`config.mk`:
```
export PLATFORM = sky130hd
export DESIGN_NAME = seven_segment_display_mux
export DESIGN_NICKNAME = d
export VERILOG_FILES = /design/src/sv/ssdm_pkg.sv /design/src/sv/ssdm_enc.sv /design/src/sv/seven_segment_display_mux.sv
export SDC_FILE = /design/constraint.sdc
export NUM_CORES = 1
export LEC_CHECK = 0
export BUFFER_PORTS_ARGS = -buffer_cell sky130_fd_sc_hd__buf_2
export CAP_MARGIN = 0
export CORE_UTILIZATION = 34
export CTS_CLUSTER_DIAMETER = 100
export CTS_CLUSTER_SIZE = 40
export DETAILED_ROUTE_END_ITERATION = 12
export GPL_TIMING_DRIVEN = 1
export PLACE_DENSITY = 0.59
export SYNTH_ARGS = -nofsm -noshare
export SYNTH_HDL_FRONTEND = slang
export SYNTH_HIERARCHICAL = 1
export SYNTH_SLANG_ARGS = --single-unit
```
`constraint.sdc`:
```
create_clock -name clk_i -period 26.4 [get_ports clk_i]
set_clock_uncertainty 0.2 [all_clocks]
set_input_delay 2.64 -clock clk_i [delete_from_list [all_inputs] [get_ports clk_i]]
set_output_delay 2.64 -clock clk_i [all_outputs]
set_load 0.01 [all_outputs]
```
`src/sv/ssdm_pkg.sv`:
```
package ssdm_pkg;

  localparam int DigitCount = 4;
  localparam int ScanIdxW   = 2;
  localparam int InDataW    = 64;
  localparam int OutDataW   = 16;

  typedef enum logic [1:0] {
    REQ_NUMBER = 2'd0,
    REQ_CHARS  = 2'd1,
    REQ_MIXED  = 2'd2,
    REQ_TICK   = 2'd3
  } req_e;

  typedef logic [7:0] glyph_t;
  typedef glyph_t [DigitCount-1:0] glyph_buf_t;

  localparam glyph_t GlyphBlank = 8'hFF;
  localparam glyph_t DpBit      = 8'h80;

  typedef struct packed {
    req_e        req_type;
    logic [15:0] number;
    logic [7:0]  lead_char;
    logic [7:0]  char_left;
    logic [7:0]  char_mid_left;
    logic [7:0]  char_mid_right;
    logic [7:0]  char_right;
    logic [7:0]  dot_pos;
  } item_t;

endpackage

```
`src/sv/ssdm_enc.sv`:
```
module ssdm_enc (
  input  ssdm_pkg::item_t      item_i,
  output ssdm_pkg::glyph_buf_t glyphs_o
);

  function automatic ssdm_pkg::glyph_t dec_glyph(input logic [3:0] d);
    ssdm_pkg::glyph_t g;
    case (d)
      4'd0:    g = 8'hC0;
      4'd1:    g = 8'hF9;
      4'd2:    g = 8'hA4;
      4'd3:    g = 8'hB0;
      4'd4:    g = 8'h99;
      4'd5:    g = 8'h92;
      4'd6:    g = 8'h82;
      4'd7:    g = 8'hF8;
      4'd8:    g = 8'h80;
      4'd9:    g = 8'h90;
      default: g = ssdm_pkg::GlyphBlank;
    endcase
    return g;
  endfunction

  function automatic ssdm_pkg::glyph_t char_glyph(input logic [7:0] c);
    ssdm_pkg::glyph_t g;
    case (c)
      8'h30, 8'h31, 8'h32, 8'h33, 8'h34,
      8'h35, 8'h36, 8'h37, 8'h38, 8'h39: g = dec_glyph(c[3:0]);
      8'h41:   g = 8'h88; // A
      8'h42:   g = 8'h83; // B
      8'h43:   g = 8'hC6; // C
      8'h44:   g = 8'hA1; // D
      8'h45:   g = 8'h86; // E
      8'h46:   g = 8'h8E; // F
      8'h50:   g = 8'h8C; // P
      8'h55:   g = 8'hC1; // U
      8'h59:   g = 8'h91; // Y
      8'h4C:   g = 8'hC7; // L
      8'h2A:   g = 8'h00; // all lit
      8'h23:   g = 8'hFF; // blank
      8'h2D:   g = 8'hBF; // middle bar
      8'h24:   g = 8'h8F; // segments e, f, g
      default: g = 8'h00;
    endcase
    return g;
  endfunction

  // reciprocal multiplies, exact for values below 10000
  function automatic logic [9:0] div10(input logic [13:0] x);
    logic [29:0] p;
    p = 30'(x) * 30'd52429;
    return p[28:19];
  endfunction

  function automatic logic [6:0] div100(input logic [13:0] x);
    logic [26:0] p;
    p = 27'(x) * 27'd5243;
    return p[25:19];
  endfunction

  function automatic logic [3:0] div1000(input logic [13:0] x);
    logic [27:0] p;
    p = 28'(x) * 28'd8389;
    return p[26:23];
  endfunction

  logic [13:0] val;
  logic [9:0]  tens;
  logic [6:0]  hund;
  logic [3:0]  thou;
  logic [3:0]  n_d0, n_d1, n_d2;
  logic [13:0] low8;
  logic [9:0]  tens8;
  logic [6:0]  hund8;
  logic [3:0]  m_d0, m_d1, m_d2;
  ssdm_pkg::glyph_buf_t loaded;

  // number modulo 10000 by picking the largest multiple that fits
  always_comb begin
    if (item_i.number >= 16'd60000)      val = 14'(item_i.number - 16'd60000);
    else if (item_i.number >= 16'd50000) val = 14'(item_i.number - 16'd50000);
    else if (item_i.number >= 16'd40000) val = 14'(item_i.number - 16'd40000);
    else if (item_i.number >= 16'd30000) val = 14'(item_i.number - 16'd30000);
    else if (item_i.number >= 16'd20000) val = 14'(item_i.number - 16'd20000);
    else if (item_i.number >= 16'd10000) val = 14'(item_i.number - 16'd10000);
    else                                 val = item_i.number[13:0];
  end

  assign tens = div10(val);
  assign hund = div100(val);
  assign thou = div1000(val);
  assign n_d0 = 4'(val - 14'(tens) * 14'd10);
  assign n_d1 = 4'(tens - 10'(hund) * 10'd10);
  assign n_d2 = 4'(hund - 7'(thou) * 7'd10);

  assign low8  = {6'b0, item_i.number[7:0]};
  assign tens8 = div10(low8);
  assign hund8 = div100(low8);
  assign m_d0  = 4'(low8 - 14'(tens8) * 14'd10);
  assign m_d1  = 4'(tens8 - 10'(hund8) * 10'd10);
  assign m_d2  = hund8[3:0];

  always_comb begin
    case (item_i.req_type)
      ssdm_pkg::REQ_NUMBER: begin
        loaded[0] = dec_glyph(n_d0);
        loaded[1] = dec_glyph(n_d1);
        loaded[2] = dec_glyph(n_d2);
        loaded[3] = dec_glyph(thou);
      end
      ssdm_pkg::REQ_CHARS: begin
        loaded[0] = char_glyph(item_i.char_right);
        loaded[1] = char_glyph(item_i.char_mid_right);
        loaded[2] = char_glyph(item_i.char_mid_left);
        loaded[3] = char_glyph(item_i.char_left);
      end
      default: begin
        loaded[0] = dec_glyph(m_d0);
        loaded[1] = dec_glyph(m_d1);
        loaded[2] = dec_glyph(m_d2);
        loaded[3] = char_glyph(item_i.lead_char);
      end
    endcase
  end

  always_comb begin
    glyphs_o = loaded;
    if (item_i.dot_pos[7:2] == 6'd0) begin
      glyphs_o[item_i.dot_pos[1:0]] = loaded[item_i.dot_pos[1:0]] ^ ssdm_pkg::DpBit;
    end
  end

endmodule

```
`src/sv/seven_segment_display_mux.sv`:
```
// four-digit multiplexed seven-segment display driver (common anode)
// input stream: tuser carries the request kind (0 number, 1 four characters,
// 2 character plus three digits, 3 scan tick); tdata carries the operands.
// update transactions rewrite the four-entry glyph buffer and give no output.
// a scan tick steps the scan index, then sends one output transaction with the
// active-low digit enable and that digit's active-low segment pattern.
// a transaction is held in the input register; a tick's result is then
// registered in the output register.
// throughput: one transaction per cycle while no tick is blocked, set by the
// single decode stage between the input register and the glyph buffer.
// when the output receiver stalls, a tick waits in the input register and
// s_axis_tready_o drops; updates keep flowing until a tick is blocked.
// reset blanks all four glyphs (0xff), clears the scan index to zero and
// empties both registers; the first tick after reset drives scan index one.
module seven_segment_display_mux (
  input  logic        clk_i,
  input  logic        rst_ni,
  input  logic        s_axis_tvalid_i,
  output logic        s_axis_tready_o,
  // number[15:0], lead_char[23:16], char_left[31:24], char_mid_left[39:32],
  // char_mid_right[47:40], char_right[55:48], dot_pos[63:56]
  input  logic [63:0] s_axis_tdata_i,
  // req_type[1:0]
  input  logic [1:0]  s_axis_tuser_i,
  output logic        m_axis_tvalid_o,
  input  logic        m_axis_tready_i,
  // digit_enable[3:0], segments[11:4], zero[15:12]
  output logic [15:0] m_axis_tdata_o
);

  logic                 in_valid_q;
  ssdm_pkg::item_t      in_item_q;
  ssdm_pkg::item_t      in_item_d;
  ssdm_pkg::glyph_buf_t buf_q;
  ssdm_pkg::glyph_buf_t buf_new;
  logic [ssdm_pkg::ScanIdxW-1:0] scan_q, scan_d;
  logic                 out_valid_q;
  logic [15:0]          out_data_q, out_data_d;
  logic                 out_free, is_tick, advance, in_take;

  assign in_item_d.req_type       = ssdm_pkg::req_e'(s_axis_tuser_i);
  assign in_item_d.number         = s_axis_tdata_i[15:0];
  assign in_item_d.lead_char      = s_axis_tdata_i[23:16];
  assign in_item_d.char_left      = s_axis_tdata_i[31:24];
  assign in_item_d.char_mid_left  = s_axis_tdata_i[39:32];
  assign in_item_d.char_mid_right = s_axis_tdata_i[47:40];
  assign in_item_d.char_right     = s_axis_tdata_i[55:48];
  assign in_item_d.dot_pos        = s_axis_tdata_i[63:56];

  ssdm_enc u_enc (
    .item_i   (in_item_q),
    .glyphs_o (buf_new)
  );

  assign out_free = !out_valid_q || m_axis_tready_i;
  assign is_tick  = (in_item_q.req_type == ssdm_pkg::REQ_TICK);
  // updates never wait; a tick waits for room in the output register
  assign advance  = in_valid_q && (!is_tick || out_free);
  assign s_axis_tready_o = !in_valid_q || advance;
  assign in_take  = s_axis_tvalid_i && s_axis_tready_o;

  assign scan_d = scan_q + 2'd1;
  assign out_data_d = {4'b0, buf_q[~scan_d], ~(4'b0001 << scan_d)};

  always_ff @(posedge clk_i or negedge rst_ni) begin
    if (!rst_ni) begin
      in_valid_q  <= 1'b0;
      out_valid_q <= 1'b0;
      scan_q      <= '0;
      buf_q       <= {ssdm_pkg::DigitCount{ssdm_pkg::GlyphBlank}};
    end else begin
      if (in_take) begin
        in_valid_q <= 1'b1;
      end else if (advance) begin
        in_valid_q <= 1'b0;
      end
      if (advance && is_tick) begin
        out_valid_q <= 1'b1;
        scan_q      <= scan_d;
      end else if (m_axis_tready_i) begin
        out_valid_q <= 1'b0;
      end
      if (advance && !is_tick) begin
        buf_q <= buf_new;
      end
    end
  end

  always_ff @(posedge clk_i) begin
    if (in_take) begin
      in_item_q <= in_item_d;
    end
    if (advance && is_tick) begin
      out_data_q <= out_data_d;
    end
  end

  assign m_axis_tvalid_o = out_valid_q;
  assign m_axis_tdata_o  = out_data_q;

endmodule
```
==> reports/metrics.cfg, run 1 <==
[status]
status = finished clean

[synthesis]
yosysTopAreaCell = ha_1
synth_seq_cells = 114
synth_cell_types = 101
ys_top_cells_by_count = inv_1 (396), ha_1 (391), fa_1 (173), nand2_1 (119), o21ai_0 (108)
synth.avg_cell_area_um2 = 9.369
synth_most_common_cell = inv_1
netlist_area_um2 = 20130
synth_cells = 2149
synth-edff-count = 78
synth_top_cell_area_share = 0.2430
synth_ff_type = edfxtp_1
ys_seq_area_frac = 0.1631
ys_async_sr_fraction = 0.3158
yosys-top-cells-area = ha_1 (24%), fa_1 (17%), edfxtp_1 (12%)
yosysWarningCount = 6

[min_path]
hold_path_end = m_axis_tvalid_o
worstHoldPathType = register to register
hold_depth = 2
worstHoldStart = m_axis_tvalid_o

[placed_design]
post-place-cells = 2950
dp_hpwl_mm = 42.86
port_buffers = 83
gp_congestion = 0.9153

[final_layout]
syn_to_final_growth_pct = 8.806
final.fill_count = 5797
post-route-util = 0.3768
fin_nets = 2838
multi_input_area_um2 = 15050
n_antenna_cell = 0
instances_no_fill = 2982
regArea_um2 = 3283
drive_gt1_frac = 0.1132

[drt]
via_per_inst = 5.231
ant_nets = 0
dr.pass1.iters = 5
num_vias = 15599
finalWirelength_mm = 52.91
drt_iter0_markers = 1155
drc = 0
wire_per_inst_um = 17.74

[timing]
fin_crit_sh = 0.4523
fmax_ghz = 0.08375
hold_violations = 0
tightest_slew_ns = 1.132
finalSetupViolCount = 0
slew_viol_final = 0
holdWs_ns = 0.3190
rsz0062_at_grt = no
slew_headroom = 0.2387
finalSetupTns_ns = 0
period_needed_ns = 11.94

[clock_network]
ctsHtreeMaxLevel = 4
cts_inserted_buffers = 17
cts_hold_buf = 0
clockBufferDepth = 2
cts_resized = 0
cts_tree = built
post-cts-setup-buffer-count = 0
clkTransAtPathRegs_ns = 0.06
clock_sinks = 114
root_buffer = clkbuf_16
clk_latency_ns = 0.44

[floorplan]
die_y_um = 245.3
die_w_um = 245.3
start_util = 0.3463
fp.dieArea_um2 = 60190
ioPinCount = 88
rows = 88
core_um2 = 58140

[global_routing]
grt_first_pass_wirelength_mm = 86.53
grt_max_degree = 38
grt_antenna_before_repair = 0
grt_pass1_vias = 16066
grt.total_usage = 0.1818
grt.overflow.total = 0

[setup_path]
arrival_ns = 12.10
endpoint_kind = register
reg2reg_to = buf_q[19]
path_max_fanout = 13
critPathMaxStageDelay_ns = 0.91
startpoint_type = register
timing.rr.start = in_item_q[49]
reg2reg_depth = 40
worstPathRequired_ns = 26.56
reg2reg_slack_ns = 14.46
slowest_stage = edfxtp_1
crit_type = register to register

[run]
maxCapViolations = 0

-- flip-flops by register name, indices dropped and copies added, names as in the netlist --
signal           count
buf_q               32
in_item_q           66
m_axis_tvalid_o      1
m_axis_tdata_o      12
scan_q               2
in_valid_q           1
-- worst max path at each step --
stage | startpoint | end | slack (ns) | cells past startpoint
global route | in_item_q[49] | buf_q[19] | 13.54 | 41
detailed placement | in_item_q[49] | buf_q[19] | 14.42 | 40
floorplan | in_item_q[48] | buf_q[19] | 15.66 | 36
finish | in_item_q[49] | buf_q[19] | 14.46 | 40
CTS | in_item_q[49] | buf_q[19] | 14.36 | 40
global placement | in_item_q[49] | buf_q[19] | 14.65 | 40
-- routing by layer --
layer	GRT usage	share of wire	vias up
li1	-	-	7511
met1	0.2477	0.46	7661
met3	0.02401	0.040	54
met2	0.3001	0.47	373
met4	0.05097	0.024	0
met5	0	0	-
-- placed cells by master, fill, tap and decap left out, types with 7 or more instances in the layout --
master / count
a211oi_1: 26
nor2_1: 103
nand4_1: 20
o21ai_0: 107
nand2b_1: 26
a221o_1: 8
o21bai_1: 7
inv_1: 396
a21o_1: 28
edfxtp_1: 78
nand3b_1: 7
o211ai_1: 17
a21oi_1: 101
or2_2: 10
nor3_1: 16
mux2_2: 36
dfstp_2: 32
mux2i_1: 13
xnor2_1: 58
o21a_1: 12
nand3_1: 29
nor3b_1: 11
fa_1: 173
o221ai_1: 11
xor2_1: 12
ha_1: 391
a31oi_1: 27
and3_1: 19
nand2_1: 119
buf_4: 17
clkbuf_16: 17
nor2b_1: 22
and2_1: 10
o22ai_1: 11
buf_2: 83
a211o_1: 12
-- kinds of logic after synthesis --
logic type,after synthesis,share of synthesized area
multiplexers,62,0.03946
buffers and inverters,464,0.09030
flip-flops,114,0.1631
adder cells (fa/ha/maj),565,0.4157
XOR/XNOR,75,0.03580
other,1,0.0001863
AO/OA/AOI/OAI,455,0.1539
AND/OR/NAND/NOR,413,0.1015
-- through the flow --
| stage | setup WS (ns) | instance area, µm² |
|---|---|---|
| 2_1_floorplan | 15.66 | 20140 |
| 3_3_place_gp | 14.65 | 21320 |
| 3_5_place_dp | 14.42 | 21320 |
| 4_1_cts | 14.36 | 21910 |
| 5_1_grt | 13.54 | 21910 |
| 6_report | 14.46 | 21910 |
-- layout make-up --
type	count	share of cell area
Tap cell	765	0.04369
Sequential cell	114	0.1499
Timing Repair Buffer	100	0.02479
Clock buffer	18	0.01959
Multi-Input combinational cell	1574	0.6871
Clock inverter	14	0.006968
Inverter	397	0.06803
-- critical path: cells and delay by family, from the launching register on --
family	cells	cell delay, ns
adders and majority gates	9	3.41
AOI/OAI and AO/OA	11	2.54
xor gates and xnor gates	8	2.05
buffers and inverters	5	1.27
and+or+nand+nor	5	0.96
DFF	1	0.91
muxes	2	0.49
Power of run 1 is not shown: default switching activity piles up to over one toggle a cycle in this logic, so the estimate is an artifact.
==> run 2: changes to the inputs <==
Settings changed: PLACE_DENSITY 0.59 to 0.61.
Clock period 26.4 ns to 9.9 ns, I/O delays scaled along.
==> reports/metrics.cfg, run 2 (synthesis results as in run 1) <==
[final_layout]
layout_common_cells = inv_1 (380), ha_1 (362), fa_1 (169), nand2_1 (116), buf_4 (111)
instances_no_fill = 3088
fin_nets = 2943
largest_reg_flops = 66
top_register = in_item_q
syn_to_final_growth_pct = 16.94
drive_gt1_frac = 0.1985
post-route-util = 0.4050
final_common_cell = inv_1
final.fill_count = 5639

[drt]
finalWirelength_mm = 57.62
drt_iter0_markers = 1179
wire_per_inst_um = 18.66
via_per_inst = 5.243
drc = 0
num_vias = 16189
dr.pass1.iters = 5
ant_nets = 0

[timing]
slew_headroom = 0.2150
fmax_ghz = 0.1040
slew_viol_final = 0
fin_crit_sh = 0.9716
rsz0062_at_grt = yes
period_needed_ns = 9.619
finalSetupViolCount = 0
hold_violations = 0
tightest_slew_ns = 1.174

[floorplan]
start_util = 0.3463
die_w_um = 245.3
core_um2 = 58140
die_y_um = 245.3
fp.dieArea_um2 = 60190
rows = 88
ioPinCount = 88

[run]
maxCapViolations = 0

[placed_design]
gp_congestion = 0.9203
dp_hpwl_mm = 46.11
port_buffers = 83
post-place-cells = 3019

[clock_network]
cts_tree = built
root_buffer = clkbuf_16
clockBufferDepth = 2
clkTransAtPathRegs_ns = 0.07
clk_latency_ns = 0.47
cts_inserted_buffers = 17
ctsHtreeMaxLevel = 4
clock_sinks = 114

[min_path]
worstHoldStart = m_axis_tvalid_o
hold_path_end = m_axis_tvalid_o
worstHoldPathType = register to register
hold_depth = 2

[setup_path]
reg2reg_depth = 40
worstPathRequired_ns = 10.10
arrival_ns = 9.82
timing.rr.start = in_item_q[52]
startpoint_type = register
reg2reg_to = buf_q[16]
slowest_stage = fa_1
crit_type = register to register
critPathMostFrequentCell = ha_1
endpoint_kind = register
reg2reg_slack_ns = 0.28
path_max_fanout = 7
critPathMaxStageDelay_ns = 0.53

[global_routing]
grt_max_degree = 67
grt.total_usage = 0.1942
grt.overflow.total = 0
grt_antenna_before_repair = 0
grt_first_pass_wirelength_mm = 91.49
grt_pass1_vias = 17006

[status]
status = finished clean

-- run 2: through the flow --
| step | setup WS [ns] | hold slack [ns] | instance area [µm²] | TNS, ns |
|---|---|---|---|---|
| 6_report | 0.2813 | 0.3319 | 23540 | 0 |
| 4_1_cts | 0.01550 | 0.3379 | 22730 | 0 |
| 3_5_place_dp | -0.09410 | 0.3232 | 22130 | -0.1771 |
| 5_1_grt | -0.1048 | 0.3481 | 23540 | -0.4475 |
| 3_3_place_gp | -0.02867 | 0.3006 | 22130 | -0.02867 |
| 2_1_floorplan | -0.1083 | 0.3340 | 20420 | -0.2621 |
-- run 2: area by class of cell --
type / instances / area (µm²) / share of cell area
diodes: 1 / 2.502 / 0.0001063
clock buffers: 17 / 425.4 / 0.01807
clock inverters: 15 / 148.9 / 0.006324
inverters: 397 / 1501 / 0.06377
multi-input cells: 1575 / 15830 / 0.6725
flip-flops and latches: 114 / 3283 / 0.1394
well taps: 765 / 957.2 / 0.04065
repair buffers: 204 / 1391 / 0.05910
-- run 2: worst max-delay path by stage --
| stage | from | endpoint | slack (ns) | depth (start not counted) |
|---|---|---|---|---|
| floorplan | in_item_q[48] | buf_q[11] | -0.11 | 44 |
| global placement | in_item_q[54] | buf_q[19] | -0.03 | 43 |
| detailed placement | in_item_q[54] | buf_q[19] | -0.09 | 43 |
| CTS | in_item_q[54] | buf_q[19] | 0.02 | 46 |
| global route | in_item_q[49] | buf_q[16] | -0.10 | 47 |
| finish | in_item_q[52] | buf_q[16] | 0.28 | 40 |
-- run 2: timing repair --
item	in CTS	in global routing
gates resized for setup	3	99
hold endpoints to repair	0	0
hold buffers	0	0
cloned	0	1
endpoints found under the setup margin	5	21
buffers inserted	1	35
pin swaps	0	48
-- run 2: per-layer routing --
metal  GRT usage  vias to the layer above  routed length [µm]
met1      0.2532                     8036               26080
met3     0.01986                       73                1969
met5           0                        -                   0
met2      0.3328                      358               28140
met4     0.06814                        0                1437
li1            -                     7722                   -
-- run 2: worst max-delay path: cells and delay by family, from the launching register on --
family                   cells  cell delay, ns
XOR/XNOR                     7            1.53
multiplexers                 2            0.51
adder cells (fa/ha/maj)      9            3.04
AND/OR/NAND/NOR              5            0.84
buffers and inverters        7            0.81
flip-flops                   1            0.41
AO/OA/AOI/OAI               10            2.17
Power of run 2 is left out for the same reason.
